**src/sv/htc_pkg.sv**
```systemverilog
// htc_pkg: shared types and constants for the homogeneous triangle clipper.
// No dependencies; imported by htc_front, htc_back and the top level.
package htc_pkg;

   localparam int RESULT_LIMIT = 16;
   localparam int NUM_COORDS   = 4;
   localparam int NUM_VERTS_IN = 3;
   localparam int MIN_W_BITS   = 17;
   localparam logic [MIN_W_BITS-1:0] MIN_W_RESET = 17'd1;

   // Clip planes in the order they are applied.
   typedef enum logic [2:0] {
      PLANE_NEAR_W,
      PLANE_POS_X,
      PLANE_NEG_X,
      PLANE_POS_Y,
      PLANE_NEG_Y,
      PLANE_POS_Z,
      PLANE_NEG_Z
   } plane_type;

   typedef enum logic [3:0] {
      ST_IDLE,
      ST_LOAD,
      ST_PLANE_START,
      ST_PREV,
      ST_EVAL,
      ST_DIST,
      ST_DIV,
      ST_MUL,
      ST_ADD,
      ST_PUSH_NV,
      ST_PUSH_CV,
      ST_NEXT,
      ST_FINISH,
      ST_REJECT,
      ST_EMIT_START,
      ST_EMIT
   } back_state_type;

   // Head of the triangle queue as seen by the back end.
   typedef struct packed {
      logic valid;
      logic visible;
   } tri_status_type;

endpackage

```
**src/sv/htc_front.sv**
```systemverilog
// htc_front: accepts triangles, flags trivially visible ones, and holds them
// in a two-entry queue for the back end. Depends on htc_pkg.
module htc_front #(
   parameter int COORD_BITS = 32
) (
   input  logic                                clock,
   input  logic                                reset,
   input  logic                                start,
   output logic                                busy,
   input  logic [12*COORD_BITS-1:0]            tri_in,
   input  logic                                pop,
   output htc_pkg::tri_status_type             status,
   output logic [12*COORD_BITS-1:0]            tri_out
);
   import htc_pkg::*;

   localparam int C  = COORD_BITS;
   localparam int TW = 12 * COORD_BITS;

   logic [TW-1:0] tri_ff [2];
   logic          vis_ff [2];
   logic          wptr_ff, wptr_in;
   logic          rptr_ff, rptr_in;
   logic [1:0]    cnt_ff, cnt_in;
   logic          push;
   logic          visible;

   // |x|,|y|,|z| <= w for all three vertices
   always_comb begin
      logic signed [C+1:0] w;
      logic signed [C+1:0] a;
      visible = 1'b1;
      for (int v = 0; v < NUM_VERTS_IN; v++) begin
         w = {{2{tri_in[(v*4+3)*C+C-1]}}, tri_in[(v*4+3)*C +: C]};
         for (int c = 0; c < 3; c++) begin
            a = {{2{tri_in[(v*4+c)*C+C-1]}}, tri_in[(v*4+c)*C +: C]};
            if (a > w || a < -w) begin
               visible = 1'b0;
            end
         end
      end
   end

   assign busy = (cnt_ff == 2'd2);
   assign push = start && !busy;

   always_comb begin
      wptr_in = wptr_ff ^ push;
      rptr_in = rptr_ff ^ pop;
      cnt_in  = cnt_ff + {1'b0, push} - {1'b0, pop};
   end

   always_ff @(posedge clock) begin
      if (reset) begin
         wptr_ff <= 1'b0;
         rptr_ff <= 1'b0;
         cnt_ff  <= 2'd0;
      end else begin
         wptr_ff <= wptr_in;
         rptr_ff <= rptr_in;
         cnt_ff  <= cnt_in;
      end
   end

   always_ff @(posedge clock) begin
      if (push) begin
         tri_ff[wptr_ff] <= tri_in;
         vis_ff[wptr_ff] <= visible;
      end
   end

   assign status.valid   = (cnt_ff != 2'd0);
   assign status.visible = vis_ff[rptr_ff];
   assign tri_out        = tri_ff[rptr_ff];

endmodule

```
**config.mk**
```make
export PLATFORM = sky130hd
export DESIGN_NAME = htc_front
export DESIGN_NICKNAME = d
export VERILOG_FILES = /design/src/sv/htc_pkg.sv /design/src/sv/htc_front.sv
export SDC_FILE = /design/constraint.sdc
export NUM_CORES = 1
export LEC_CHECK = 0
export BUFFER_PORTS_ARGS = -buffer_cell sky130_fd_sc_hd__buf_2
export CORE_AREA = 8 8 295 297
export DETAILED_ROUTE_END_ITERATION = 16
export DIE_AREA = 0 0 303 305
export GPL_TIMING_DRIVEN = 0
export PLACE_DENSITY_LB_ADDON = 0.15
export REMOVE_ABC_BUFFERS = 1
export SLEW_MARGIN = 20
export SYNTH_ARGS = -nofsm -noshare
export SYNTH_HDL_FRONTEND = slang
export SYNTH_SLANG_ARGS = --single-unit
```
**constraint.sdc**
```tcl
create_clock -name clock -period 16.6 [get_ports clock]
set_input_delay 3.32 -clock clock [delete_from_list [all_inputs] [get_ports clock]]
set_output_delay 3.32 -clock clock [all_outputs]
set_load 0.01 [all_outputs]
```
==> key figures <==
Setup path
  – Bufs and invs on worst path: 1
  – Crit path kind: in2reg
  – CP Cell Sequence: buf_2, nor3_1, and3_1, nand3_1, nor4_2, nand2_1, nor4_2, nand3_1, xnor2_1, ha_1, a21oi_1, o21a_1, o2111ai_1, nor4b_1, o31ai_1, o21ai_0, a2111oi_4, o2111ai_1, a2111oi_2
  – WP depth: 19
  – CP delay by family, top: compound AO/OA/AOI/OAI gates
  – RR Startpoint: cnt_ff[0]
  – Crit path launch type: input pin
  – Reg-to-Reg End: tri_ff[1][268]
  – Worst Setup EP: vis_ff[0]
  – Slowest cell on the critical path: nor4_2
  – Required @ worst endpoint: 16980 ps
  – Critical Path Max Stage Delay: 580 ps
  – Worst path arrival time: 8870 ps
  – Worst Setup SP: tri_in[355]
  – Maximum fanout along the worst path: 4
  – FF-to-FF path depth: 7
  – Crit. End Element: flop
  – Reg2Reg Setup Slack: 13870 ps

Pwr
  – Worst VDD drop: 0.0001132 V
  – Switching Power: 1.608 mW
  – P_int: 3.981 mW
  – Clock group share of total power: 0.303
  – Lkg Pwr: 20.61 nW
  – Sequential Power Share: 0.458
  – Power Density: 110.5 mW/mm^2
  – Logic gate share of total power: 0.239
  – Net Sw Frac: 0.2877
  – Final Total Pwr: 5.589 mW

Synth
  – Yosys warning count: 0
  – Synthesized area per cell: 13.80 sq um
  – Post-Syn Instances: 3071
  – Prevailing post-synth register cell: edfxtp_1
  – Top cells by area, synth: edfxtp_1 55%, ha_1 17%, mux2_2 10%, a21oi_1 2.3%, xnor2_1 1.7%
  – Commonest cells post-synth: 770 x edfxtp_1, 586 x ha_1, 386 x mux2_2, 197 x a21oi_1, 155 x nand2_1
  – Mapped Area: 0.04238 sq mm
  – Post-synth top area cell: edfxtp_1
  – Yosys reg bits: 774
  – Post-synth ARST share: 0
  – Yosys top cell area share: 0.5456
  – Sequential fraction of the synthesis area: 0.5475
  – Most frequent cell after synthesis: edfxtp_1
  – Cell variety after synth: 72
  – Post-synth EDFFs: 770

STA
  – Worst-Margin Slew: 939.2 ps
  – Final setup vio count: 0
  – Final worst path period need: 8491 ps
  – Final Max Tran Viols: 0
  – RSZ-0062 raised after global routing: no
  – Worst Clk Skew: 22.66 ps
  – Worst slew margin: 0.3577
  – Max Fclk: 117.8 MHz
  – Endpoints failing hold: 0
  – Tcrit/Tclk final: 0.5115

Clock tree
  – Sink Count: 774
  – Post-CTS Setup Bufs: 0
  – CTS Buf Count: 81
  – Number of H-tree levels: 3
  – Hold_buf cts: 0
  – Clk root buf: clkbuf_16
  – Max clock buf depth: 3
  – CTS tree: yes
  – Clock latency on the worst-skew pair: 620 ps
  – Worst-path clk slew: 60 ps
  – Post-CTS sizing: 0

Layout
  – Nets@finish: 4882
  – Fin cells: 5063
  – Area Growth Syn to Fin: 19.39%
  – Share of layout cells above drive strength 1: 0.3329

Route
  – DR vias/cell: 5.767
  – Via Count: 29198
  – Total Routed Length: 128200 microns
  – Remaining DRCs: 0
  – Initial DRC Count: 2085
  – DRT antenna net count: 0
  – First-pass detailed-route iteration total: 5
  – WL per Instance: 25.32 microns

Die
  – Core ar.: 0.08263 sq mm
  – Num rows: 106
  – Chip height: 305 microns
  – Die X: 303 microns
  – Initial Util: 0.5129
  – IO Count: 775
  – Die ar.: 0.09242 sq mm

Placed design
  – Placed cells: 4905
  – Post-DP HPWL: 103500 microns
  – Routability Congestion: 0.8904
  – IO Port Bufs: 774

Global route
  – Global-route wire length before repair: 184500 microns
  – Gr usage total: 0.2658
  – Initial antenna violation count: 27
  – Largest net degree at the start of global routing: 54
  – Met3 usage: 0.06338
  – Gr ovfl total: 0
  – Gr busiest metal: met2
  – GR Util met1: 0.3289
  – Vias in the first global route: 29356
  – GRT met2 Usage: 0.4507

Run
  – Max Cap Viol: 0

Min path
  – Worst Hold Class: reg2reg

Outcome
  – Outcome: complete, no violations
==> cell type report <==
class,instances,area (sq um)
Antenna cell,21,52.55
Multi-Input combinational cell,2118,18530
Clock inverter,35,290.3
Timing Repair Buffer,798,4512
Inverter,135,506.7
Clock buffer,102,2148
Sequential cell,774,23210
Tap cell,1080,1351
Fill cell,6547,32030
==> sequential cells by signal, summed over array words and instances (netlist names) <==
name,cells
cnt_ff,2
rptr_ff,1
tri_ff,768
vis_ff,2
wptr_ff,1
==> worst min path at each step <==
stage          depth (start not counted)   endpoint      start  slack, ps
2_1_floorplan                          2  cnt_ff[1]  cnt_ff[1]        500
3_3_place_gp                           2  cnt_ff[1]  cnt_ff[1]        510
3_5_place_dp                           2  cnt_ff[1]  cnt_ff[1]        550
4_1_cts                                2  cnt_ff[1]  cnt_ff[1]        560
5_1_grt                                2  cnt_ff[1]  cnt_ff[1]        580
6_report                               2  cnt_ff[1]  cnt_ff[1]        560
==> cell usage in the layout (no fill, tap or decap), types with 10 or more instances in the layout <==
master and count:
a2111oi_0 15, a211oi_1 24, a21o_1 77, a21oi_1 197, and3_1 10, buf_16 21, buf_2 774, clkbuf_1 19
clkbuf_16 83, clkinv_1 12, clkinv_2 10, diode_2 21, edfxtp_1 770, ha_1 584, inv_1 131, mux2_2 386
nand2_1 155, nand3_1 67, nand4_1 107, nor2_1 81, nor2b_1 20, nor3_1 37, nor4_1 22, o2111ai_1 12
o211ai_1 14, o21ai_0 83, or3_1 12, xnor2_1 84
==> metrics by stage <==
step | util | hold WS [ps] | setup slack [ps] | TNS (ps) | area (sq um)
final | 0.6123 | 555.7 | 8109 | 0 | 50590
after global routing | 0.6121 | 582.8 | 7664 | 0 | 50570
after CTS | 0.6117 | 563.8 | 8027 | 0 | 50540
after detailed placement | 0.5822 | 551.2 | 7373 | 0 | 48100
after global placement | 0.5741 | 513.6 | -2377 | -2185390 | 47440
after floorplan | - | 499.4 | 3302 | 0 | 42210
==> routing by layer <==
layer  share of wire  vias to the layer above
met4           0.035                       16
met2            0.49                     1028
met1            0.40                    14165
met3           0.078                      214
li1                -                    13775
met5         0.00094                        -
==> power by group through the flow <==
stage | Sequential (mW) | Combinational (mW) | Clock [mW]
6_report | 2.56 | 1.34 | 1.69
5_1_grt | 2.58 | 1.44 | 1.80
4_1_cts | 2.56 | 1.35 | 1.72
3_5_place_dp | 2.60 | 1.34 | 0
3_3_place_gp | 2.86 | 1.32 | 0
2_1_floorplan | 2.75 | 0.747 | 0
==> logic make-up after synthesis <==
logic type / after synthesis / synth area share
AOI/OAI and AO/OA: 490 / 0.07290
xor gates and xnor gates: 90 / 0.01860
adders and majority gates: 588 / 0.1735
buffers and inverters: 179 / 0.01586
DFF: 774 / 0.5475
muxes: 389 / 0.1033
and+or+nand+nor: 561 / 0.06835
==> worst register-to-register path: cells and delay by family, from the launching register on <==
family | cells | cell delay, ps
adders and majority gates | 1 | 650
and+or+nand+nor | 2 | 230
DFF | 1 | 340
buffers and inverters | 4 | 1150
Power figures use the tool's default switching activity.
